==> config.mk <==
export PLATFORM = sky130hd
export DESIGN_NAME = pcg32_range_generator_core
export DESIGN_NICKNAME = d
export VERILOG_FILES = /design/src/pcg32rg_pkg.sv /design/src/pcg32_range_generator_core.sv
export SDC_FILE = /design/constraint.sdc
export NUM_CORES = 2
export LEC_CHECK = 0
export BUFFER_PORTS_ARGS = -buffer_cell sky130_fd_sc_hd__buf_4
export CORE_MARGIN = 5
export CORE_UTILIZATION = 60
export CTS_BUF_LIST = sky130_fd_sc_hd__clkbuf_16
export DETAILED_ROUTE_END_ITERATION = 16
export PLACE_DENSITY = 0.84
export SYNTH_ARGS = -nofsm -noshare
export SYNTH_HDL_FRONTEND = slang
export SYNTH_SLANG_ARGS = --single-unit
==> constraint.sdc <==
create_clock -name i_clk -period 34.3 [get_ports i_clk]
set_input_delay 3.43 -clock i_clk [delete_from_list [all_inputs] [get_ports i_clk]]
set_output_delay 3.43 -clock i_clk [all_outputs]
set_load 0.01 [all_outputs]
==> src/pcg32rg_pkg.sv <==
// ----------------------------------------------------------------------------
// PCG32 range generator package
// Constants, command codes and the XSH-RR output function of the generator.
// ----------------------------------------------------------------------------
package pcg32rg_pkg;

    localparam logic [63:0] PCG_MULT         = 64'd6364136223846793005;
    localparam logic [63:0] SEED_STATE_RESET = 64'h853c49e6748fea9b;
    localparam logic [63:0] SEED_SEQ_RESET   = 64'hda3e39cb94b95bdb;

    typedef logic [1:0] t_cmd;

    localparam t_cmd CMD_RAW      = 2'd0;
    localparam t_cmd CMD_UNBIASED = 2'd1;
    localparam t_cmd CMD_FAST     = 2'd2;
    localparam t_cmd CMD_RESEED   = 2'd3;

    localparam logic CFG_SEED_STATE    = 1'b0;
    localparam logic CFG_SEED_SEQUENCE = 1'b1;

    function automatic logic [31:0] xsh_rr(input logic [63:0] old);
        logic [63:0] mix;
        logic [31:0] xs;
        logic [4:0]  rot;
        logic [63:0] dbl;
        mix = ((old >> 18) ^ old) >> 27;
        xs  = mix[31:0];
        rot = old[63:59];
        dbl = {xs, xs} >> rot;
        return dbl[31:0];
    endfunction

endpackage

==> src/pcg32_range_generator_core.sv <==
// ----------------------------------------------------------------------------
// PCG32 range generator core
// PCG32 XSH-RR generator with raw, unbiased range, fast range and reseed
// requests, built around one shared 32x32 multiplier and a radix-2 divider.
// ----------------------------------------------------------------------------
// The block accepts no new request until the current one has its result
// registered. A draw latches the output word and then forms the 64-bit state
// update through the shared 32x32 multiplier. A fast range request then runs
// the bit-serial remainder. An unbiased range request first runs the remainder
// for the rejection threshold and repeats the draw for each rejected word.
// Raw and reseed requests need only the draw, and empty or inverted ranges
// skip it. After reset the block seeds itself before it takes its first request.
module pcg32_range_generator_core
    import pcg32rg_pkg::*;
(
    input  logic        i_clk,
    input  logic        i_rst_n,
    input  logic        i_cfg_we,
    input  logic        i_cfg_index,
    input  logic [63:0] i_cfg_data,
    input  logic        i_in_valid,
    output logic        o_in_stall,
    input  logic [1:0]  i_cmd,
    input  logic [31:0] i_min_value,
    input  logic [31:0] i_max_value,
    output logic        o_out_valid,
    input  logic        i_out_stall,
    output logic [31:0] o_value,
    output logic        o_range_error
);

    localparam logic [2:0] S_BOOT = 3'd0;
    localparam logic [2:0] S_IDLE = 3'd1;
    localparam logic [2:0] S_LOAD = 3'd2;
    localparam logic [2:0] S_MUL  = 3'd3;
    localparam logic [2:0] S_DIV  = 3'd4;
    localparam logic [2:0] S_FIN  = 3'd5;
    localparam logic [2:0] S_PUSH = 3'd6;

    logic [2:0]  r_fsm;
    logic        r_silent;
    logic [63:0] r_seed_state;
    logic [63:0] r_seed_seq;
    logic [63:0] r_lcg;
    logic [63:0] r_inc;
    logic [63:0] r_acc;
    logic [63:0] r_prod;
    logic [1:0]  r_step;
    logic [31:0] r_draw;
    logic [31:0] r_thr;
    logic [31:0] r_min;
    logic [31:0] r_bound;
    logic [31:0] r_rem;
    logic [31:0] r_dvd;
    logic [4:0]  r_cnt;
    logic        r_div_thr;
    t_cmd        r_cmd;
    logic [31:0] r_res_value;
    logic        r_res_err;
    logic        r_out_valid;
    logic [31:0] r_out_value;
    logic        r_out_err;

    logic        in_accept;
    logic        out_take;
    logic [31:0] mul_a;
    logic [31:0] mul_b;
    logic [63:0] mul_p;
    logic [32:0] div_t;
    logic [32:0] div_sub;
    logic [31:0] rem_n;
    logic [63:0] inc_n;
    logic [63:0] acc_hi;

    assign in_accept = i_in_valid && !o_in_stall;
    assign out_take  = r_out_valid && !i_out_stall;

    assign o_in_stall    = (r_fsm != S_IDLE);
    assign o_out_valid   = r_out_valid;
    assign o_value       = r_out_value;
    assign o_range_error = r_out_err;

    // Partial products of the low 64 bits of state * multiplier.
    assign mul_a = (r_step == 2'd2) ? r_lcg[63:32] : r_lcg[31:0];
    assign mul_b = (r_step == 2'd1) ? PCG_MULT[63:32] : PCG_MULT[31:0];
    assign mul_p = mul_a * mul_b;
    assign acc_hi = {r_prod[31:0], 32'b0};

    assign div_t   = {r_rem, r_dvd[31]};
    assign div_sub = div_t - {1'b0, r_bound};
    assign rem_n   = div_sub[32] ? div_t[31:0] : div_sub[31:0];

    assign inc_n = {r_seed_seq[62:0], 1'b1};

    always_ff @(posedge i_clk) begin
        if (!i_rst_n) begin
            r_seed_state <= SEED_STATE_RESET;
            r_seed_seq   <= SEED_SEQ_RESET;
        end else if (i_cfg_we) begin
            unique case (i_cfg_index)
                CFG_SEED_STATE:    r_seed_state <= i_cfg_data;
                CFG_SEED_SEQUENCE: r_seed_seq   <= i_cfg_data;
                default:           r_seed_state <= r_seed_state;
            endcase
        end
    end

    always_ff @(posedge i_clk) begin
        if (!i_rst_n) begin
            r_fsm       <= S_BOOT;
            r_silent    <= 1'b1;
            r_out_valid <= 1'b0;
            r_step      <= 2'd0;
        end else begin
            if (out_take && r_fsm != S_PUSH) begin
                r_out_valid <= 1'b0;
            end
            unique case (r_fsm)
                S_BOOT: begin
                    r_inc    <= {SEED_SEQ_RESET[62:0], 1'b1};
                    r_lcg    <= {SEED_SEQ_RESET[62:0], 1'b1} + SEED_STATE_RESET;
                    r_cmd    <= CMD_RESEED;
                    r_silent <= 1'b1;
                    r_fsm    <= S_LOAD;
                end
                S_IDLE: begin
                    if (in_accept) begin
                        r_cmd       <= i_cmd;
                        r_silent    <= 1'b0;
                        r_min       <= i_min_value;
                        r_bound     <= i_max_value - i_min_value;
                        r_res_value <= 32'd0;
                        r_res_err   <= 1'b0;
                        priority if (i_cmd == CMD_RAW) begin
                            r_fsm <= S_LOAD;
                        end else if (i_cmd == CMD_RESEED) begin
                            r_inc <= inc_n;
                            r_lcg <= inc_n + r_seed_state;
                            r_fsm <= S_LOAD;
                        end else if (i_min_value > i_max_value) begin
                            r_res_err <= 1'b1;
                            r_fsm     <= S_PUSH;
                        end else if (i_min_value == i_max_value) begin
                            r_res_value <= i_min_value;
                            r_fsm       <= S_PUSH;
                        end else if (i_cmd == CMD_UNBIASED) begin
                            r_rem     <= 32'd0;
                            r_dvd     <= i_min_value - i_max_value;
                            r_cnt     <= 5'd0;
                            r_div_thr <= 1'b1;
                            r_fsm     <= S_DIV;
                        end else begin
                            r_fsm <= S_LOAD;
                        end
                    end
                end
                S_LOAD: begin
                    r_draw <= xsh_rr(r_lcg);
                    r_acc  <= r_inc;
                    r_step <= 2'd0;
                    r_fsm  <= S_MUL;
                end
                S_MUL: begin
                    r_step <= r_step + 2'd1;
                    r_prod <= mul_p;
                    unique case (r_step)
                        2'd0: r_acc <= r_acc;
                        2'd1: r_acc <= r_acc + r_prod;
                        2'd2: r_acc <= r_acc + acc_hi;
                        default: begin
                            r_lcg <= r_acc + acc_hi;
                            priority if (r_cmd == CMD_RESEED) begin
                                r_res_value <= 32'd0;
                                r_fsm       <= r_silent ? S_IDLE : S_PUSH;
                            end else if (r_cmd == CMD_RAW) begin
                                r_res_value <= r_draw;
                                r_fsm       <= S_PUSH;
                            end else if (r_cmd == CMD_UNBIASED && r_draw < r_thr) begin
                                r_fsm <= S_LOAD;
                            end else begin
                                r_rem     <= 32'd0;
                                r_dvd     <= r_draw;
                                r_cnt     <= 5'd0;
                                r_div_thr <= 1'b0;
                                r_fsm     <= S_DIV;
                            end
                        end
                    endcase
                end
                S_DIV: begin
                    r_rem <= rem_n;
                    r_dvd <= {r_dvd[30:0], 1'b0};
                    r_cnt <= r_cnt + 5'd1;
                    if (r_cnt == 5'd31) begin
                        if (r_div_thr) begin
                            r_thr <= rem_n;
                            r_fsm <= S_LOAD;
                        end else begin
                            r_fsm <= S_FIN;
                        end
                    end
                end
                S_FIN: begin
                    r_res_value <= r_min + r_rem;
                    r_fsm       <= S_PUSH;
                end
                S_PUSH: begin
                    if (!r_out_valid || !i_out_stall) begin
                        r_out_valid <= 1'b1;
                        r_out_value <= r_res_value;
                        r_out_err   <= r_res_err;
                        r_fsm       <= S_IDLE;
                    end
                end
                default: begin
                    r_fsm <= S_IDLE;
                end
            endcase
        end
    end

`ifndef NO_ASSERTIONS
    a_err_value_zero: assert property (@(posedge i_clk) disable iff (!i_rst_n)
        o_out_valid && o_range_error |-> o_value == 32'd0)
        else $error("range error result carries a nonzero value");

    a_busy_after_accept: assert property (@(posedge i_clk) disable iff (!i_rst_n)
        in_accept |=> o_in_stall)
        else $error("block ready right after taking a request");

    a_mul_ends: assert property (@(posedge i_clk) disable iff (!i_rst_n)
        r_fsm == S_MUL && r_step == 2'd3 |=> r_fsm != S_MUL)
        else $error("multiply sequence overran its four steps");

    a_push_loads: assert property (@(posedge i_clk) disable iff (!i_rst_n)
        r_fsm == S_PUSH && !(r_out_valid && i_out_stall) |=> o_out_valid)
        else $error("finished result not moved to the output register");
`endif

endmodule

* Word-level counts from Yosys, hierarchy flattened
Index checks and enable logic that the tools add are counted.
** Storage, ports and cells
- Bits in read-only memories :: 0
- RAM bits :: 0
- Output and inout port bits :: 35
- Flip-flop bits (word level) :: 656
- Latch bits :: 0
- Memories :: 0
** Cells by class
- Shift operators :: 1
- $mul :: 1
- Bitwise gates (word level) :: 2
- Add/sub/neg operators :: 9
- Divide/modulo/power cells :: 0
- Mux-type cells :: 91
- Reductions and logical operators :: 36
- Equal/unequal tests :: 31
- Magnitude comparators :: 2
** Operators with widths (count)
- $mux W32 :: 30
- $mux W64 :: 7
- $pmux W64 S2 :: 3
- $pmux W32 S3 :: 3
- $add A64 B64 Y64 :: 3
- $pmux W64 S3 :: 1
- $shr A64 B5 Y32 :: 1
- $sub A32 B32 Y32 :: 2
- $mul A32 B31 Y63 :: 1
- $xor A46 B59 Y59 :: 1
- $mux W5 :: 10
- $mux W3 :: 14
- $sub A33 B32 Y33 :: 1
- $add A32 B32 Y32 :: 1
- $eq A32 B32 Y1 :: 1
- $gt A32 B32 Y1 :: 1
- $lt A32 B32 Y1 :: 1
- $mux W29 :: 1
- $ne A2 B2 Y1 const B :: 13
- $reduce_and A12 Y1 :: 2
- $pmux W3 S7 :: 1
- $mux W1 :: 15
- $pmux W5 S3 :: 1
- $reduce_and A3 Y1 :: 4
- other kinds (27) :: 55

* Logic depth before layout (Yosys ltp)
- Depth in word-level cells :: 8
- Mapped depth :: 36

* Worst setup path before layout
Ideal clock, no wire load.
- Kind :: input-to-reg
- Start point :: in i_rst_n
- End point :: reg r_lcg[0], enable pin
- Data arrival time :: 14.027 ns
- Data required time :: 33.471 ns
- Stages on the path :: 4
- Slack :: 19.444 ns
- Setup time :: 0.829 ns
- Cells stage by stage :: clkbuf_1 > clkbuf_1 > nand2_1 > a2111oi_0
** Between the ends
- Cells in the longest elaborated chain, start to end :: 1
** Ends and longest elaborated chain
- from (decl) :: RTL line pcg32_range_generator_core.sv:17 : input logic i_rst_n,
- $reduce_and A6 Y1 (no line)
- to (signal assigned) :: RTL line pcg32_range_generator_core.sv:121 : r_lcg <= {SEED_SEQ_RESET[62:0], 1'b1} + SEED_STATE_RESET;
- to (signal assigned) :: RTL line pcg32_range_generator_core.sv:138 : r_lcg <= inc_n + r_seed_state;
- to (signal assigned) :: RTL line pcg32_range_generator_core.sv:171 : r_lcg <= r_acc + acc_hi;
- to (decl) :: RTL line pcg32_range_generator_core.sv:44 : logic [63:0] r_lcg;
Every way passes these cells.
A chain may end at the register's enable or synchronous reset.

* Worst setup path after layout
- Start point :: reg r_step[0]
- End point :: reg r_prod[59], data pin
** Between the ends
- Cells in the longest elaborated chain, start to end :: 3
- Elaborated cells on any way between the ends :: 5
- Those cells by class :: mul: 1; eq/ne: 2; mux: 2
** Ends and longest elaborated chain
- from (decl) :: RTL line pcg32_range_generator_core.sv:48 : logic [1:0] r_step;
- from (signal assigned) :: RTL line pcg32_range_generator_core.sv:164 : r_step <= r_step + 2'd1;
- $eq A2 B2 Y1 or $eq A2 B1 Y1 (tied branches) :: RTL line pcg32_range_generator_core.sv:84, pcg32_range_generator_core.sv:85
- $mux W32 or $mux W29 (tied branches) :: RTL line pcg32_range_generator_core.sv:84, pcg32_range_generator_core.sv:85
- $mul A32 B31 Y63 (*) :: RTL line pcg32_range_generator_core.sv:86 : assign mul_p = mul_a * mul_b;
- via mul_p[59] :: RTL line pcg32_range_generator_core.sv:68 : logic [63:0] mul_p;
- to (signal assigned) :: RTL line pcg32_range_generator_core.sv:165 : r_prod <= mul_p;
- to (decl) :: RTL line pcg32_range_generator_core.sv:47 : logic [63:0] r_prod;
Mark *: on every way through the listed nets, which the timed path passes. The rest lies on a longest branch.

==> flow_metrics.py <==
metrics = {
    "run_status": {
        "outcome": "finished clean",
    },
    "clocking": {
        "cts-buffers-inserted": 72,
        "cts_resizes": 0,
        "worstSkewPairLatency_ps": 650,
        "number_of_buffers_inserted_to_repair_setup_after_cts": 0,
        "clock-sinks": 654,
        "clock_tree_from_tritoncts": "done",
        "clk_root_buffer_cell": "clkbuf_16",
        "cts-root-to-sink-buffers": 3,
        "hold_buffers": 0,
        "htree_levels": 3,
        "path_clk_slew_ps": 60,
    },
    "layout": {
        "finish.net_count": 8288,
        "layout-area-overhead-vs-synth_pct": 7.53,
        "final.fill_count": 8817,
        "layout.area.seq_um2": 18300,
        "stdcell_area_um2": 70100,
        "post_route_cells_drive_above_1_share_pct": 6.74,
        "multiInputGateArea_um2": 42600,
    },
    "sta": {
        "clock_skew_ps": 27.1,
        "finalSetupViolCount": 0,
        "slew-limit-headroom_pct": 7.88,
        "finalHoldViolations": 0,
        "slew_viol_final": 0,
        "unrepaired_setup_endpoints_after_global_routing": "no",
        "max_freq_ghz": 0.0954,
        "worst-slew-pin-transition_ps": 1350,
        "final_cycle_utilization_of_the_critical_path_pct": 30.6,
        "layout_min_cycle_time_ps": 10490,
        "final.hold.worst_slack_ps": 418,
        "fin_tns_setup_ps": 0,
    },
    "die": {
        "floorplan.core_area_um2": 108000,
        "placementRows": 121,
        "die_w_um": 340,
        "ioPinCount": 171,
        "chipHeight_um": 340,
        "floorplan.die_area_um2": 115000,
        "floorplan.initialDensity_pct": 60.2,
    },
    "synth": {
        "netlist-cell-type-count": 88,
        "synth-seq-cells": 654,
        "synthTopCellsByArea": "edfxtp_1 24%, fa_1 17%, ha_1 14%",
        "synth_sequential_area_ratio_pct": 28.1,
        "synth_top_cell_area_share_pct": 23.9,
        "dominant_synthesized_flop_cell": "edfxtp_1",
        "syn-cell-area_um2": 65200,
        "commonest_cells_in_the_synthesized_netlist": "926 x inv_1, 736 x ha_1, 661 x nand2_1",
        "synthCells": 6837,
        "synth-warning-count": 0,
        "asyncSetResetFlopFracSynth_pct": 0,
        "yosysTopAreaCell": "edfxtp_1",
        "synth-edff-count": 520,
        "avgSynthCellArea_um2": 9.54,
        "synthMostInstantiatedCell": "inv_1",
    },
    "worst_hold_path": {
        "hold_class": "reg2reg",
    },
    "placed_design": {
        "post-dp-hpwl_um": 161000,
        "portBuffers": 170,
        "globalplace.congestion": 0.995,
        "placed_cell_area_um2": 67800,
    },
    "setup_path": {
        "critical_path.startpoint_type": "flip-flop",
        "crit_required_ps": 34660,
        "critical-path-max-stage-delay_ps": 1120,
        "timing.critical_path.mode_cell": "fa_1",
        "worst_setup_path_end_kind": "flip-flop",
        "cp_slowest_cell": "mux2i_1",
        "crit_path_max_fanout": 28,
        "worst_ep_arrival_time_ps": 10850,
        "critPathKind": "reg2reg",
    },
    "grt": {
        "gr-total-overflow": 0,
        "antenna_violations_before_repair": 3,
        "grt_max_degree": 108,
        "grt_pass1_vias": 52800,
        "track_usage_pct": 33.9,
        "wire_length_of_the_first_global_routing_pass_um": 303000,
    },
    "drt": {
        "dr.first_iter.drc_count": 5074,
        "met1Wirelength_um": 75700,
        "detailedRoute.firstPassIterationCount": 6,
        "dr_total_vias": 52200,
        "route.detailed.vias_per_inst": 6.25,
        "drc_errors": 0,
        "met3_length_um": 16200,
        "routed_wl_um": 200000,
        "top_layer_used": "met5",
        "wl_per_cell_um": 24.0,
        "ant_nets": 0,
        "dr_wl_met2_um": 95900,
    },
    "run": {
        "max_cap_violations": 0,
    },
}
## cells by family (layout without fill, tap and decap cells)
logic type / after synthesis / after routing / synth area share [%]
fa+ha+maj: 1275 / 1275 / 30.7
flops: 654 / 654 / 28.1
xor+xnor: 360 / 360 / 4.83
mux: 147 / 147 / 2.65
buf+inv: 1204 / 1286 / 6.94
simple gates: 1658 / 1658 / 11.8
other cells: 2 / 20 / 0.0115
compound gates: 1537 / 1537 / 15.1
## registers in the layout (all words and copies together), names as in the netlist, 63 cells and up
| name | flops |
|---|---|
| r_acc | 64 |
| r_inc | 63 |
| r_lcg | 64 |
| r_prod | 63 |
| r_seed_seq | 63 |
| r_seed_state | 64 |
## layer usage
| metal | GRT usage, % | vias up |
|---|---|---|
| li1 | - | 23600 |
| met1 | 42.0 | 25500 |
| met2 | 57.2 | 2418 |
| met3 | 5.60 | 587 |
| met4 | 17.9 | 2 |
| met5 | 0 | - |
## through the flow
stage / worst slack [ps] / std cells / utilization, %
after floorplan: 19440 / 6851 / -
after global placement: 24150 / 8217 / 62.6
after detailed placement: 23940 / 8217 / 62.6
after CTS: 23910 / 8347 / 64.7
after global routing: 23370 / 8347 / 64.7
final: 23810 / 8351 / 64.7
## area by class of cell
class	instances	area share, %
Inverter	933	4.99
Timing Repair Buffer	223	2.39
Antenna cell	4	0.0143
Multi-Input combinational cell	4993	60.7
Sequential cell	654	26.1
Clock inverter	54	0.564
Clock buffer	76	2.71
Tap cell	1414	2.52
## path summary, 6_finish.rpt
check	start	endpoint	slack [ps]	depth (start not counted)
worst max register to register	r_step[0]	r_prod[59]	23810	29
worst min register to register	r_res_value[25]	o_value[25]	420	0
worst max-delay path	r_step[0]	r_prod[59]	23810	29
worst min-delay path	r_res_value[25]	o_value[25]	420	0
## cells in the final DEF, fill, tap and decap left out, types with 133 or more instances in the layout
cell / synthesis / routed
dfxtp_1: 134 / 133
xnor2_1: 224 / 223
a21o_1: 174 / 174
nor2_1: 340 / 333
a21oi_1: 432 / 430
edfxtp_1: 520 / 520
buf_4: 0 / 223
fa_1: 539 / 539
xor2_1: 136 / 136
ha_1: 736 / 733
nand3_1: 142 / 142
inv_1: 926 / 943
o21ai_0: 352 / 352
nand2_1: 661 / 660
## critical path: cells and delay by family, from the launching register on
| kind | cells | cell delay [ps] |
|---|---|---|
| multiplexers | 1 | 1120 |
| flip-flops | 1 | 350 |
| adder cells (fa/ha/maj) | 10 | 4730 |
| AO/OA/AOI/OAI | 11 | 2470 |
| buffers and inverters | 7 | 1490 |
Power is not shown: default switching activity piles up to over one toggle a cycle in this logic, so the estimate is an artifact.
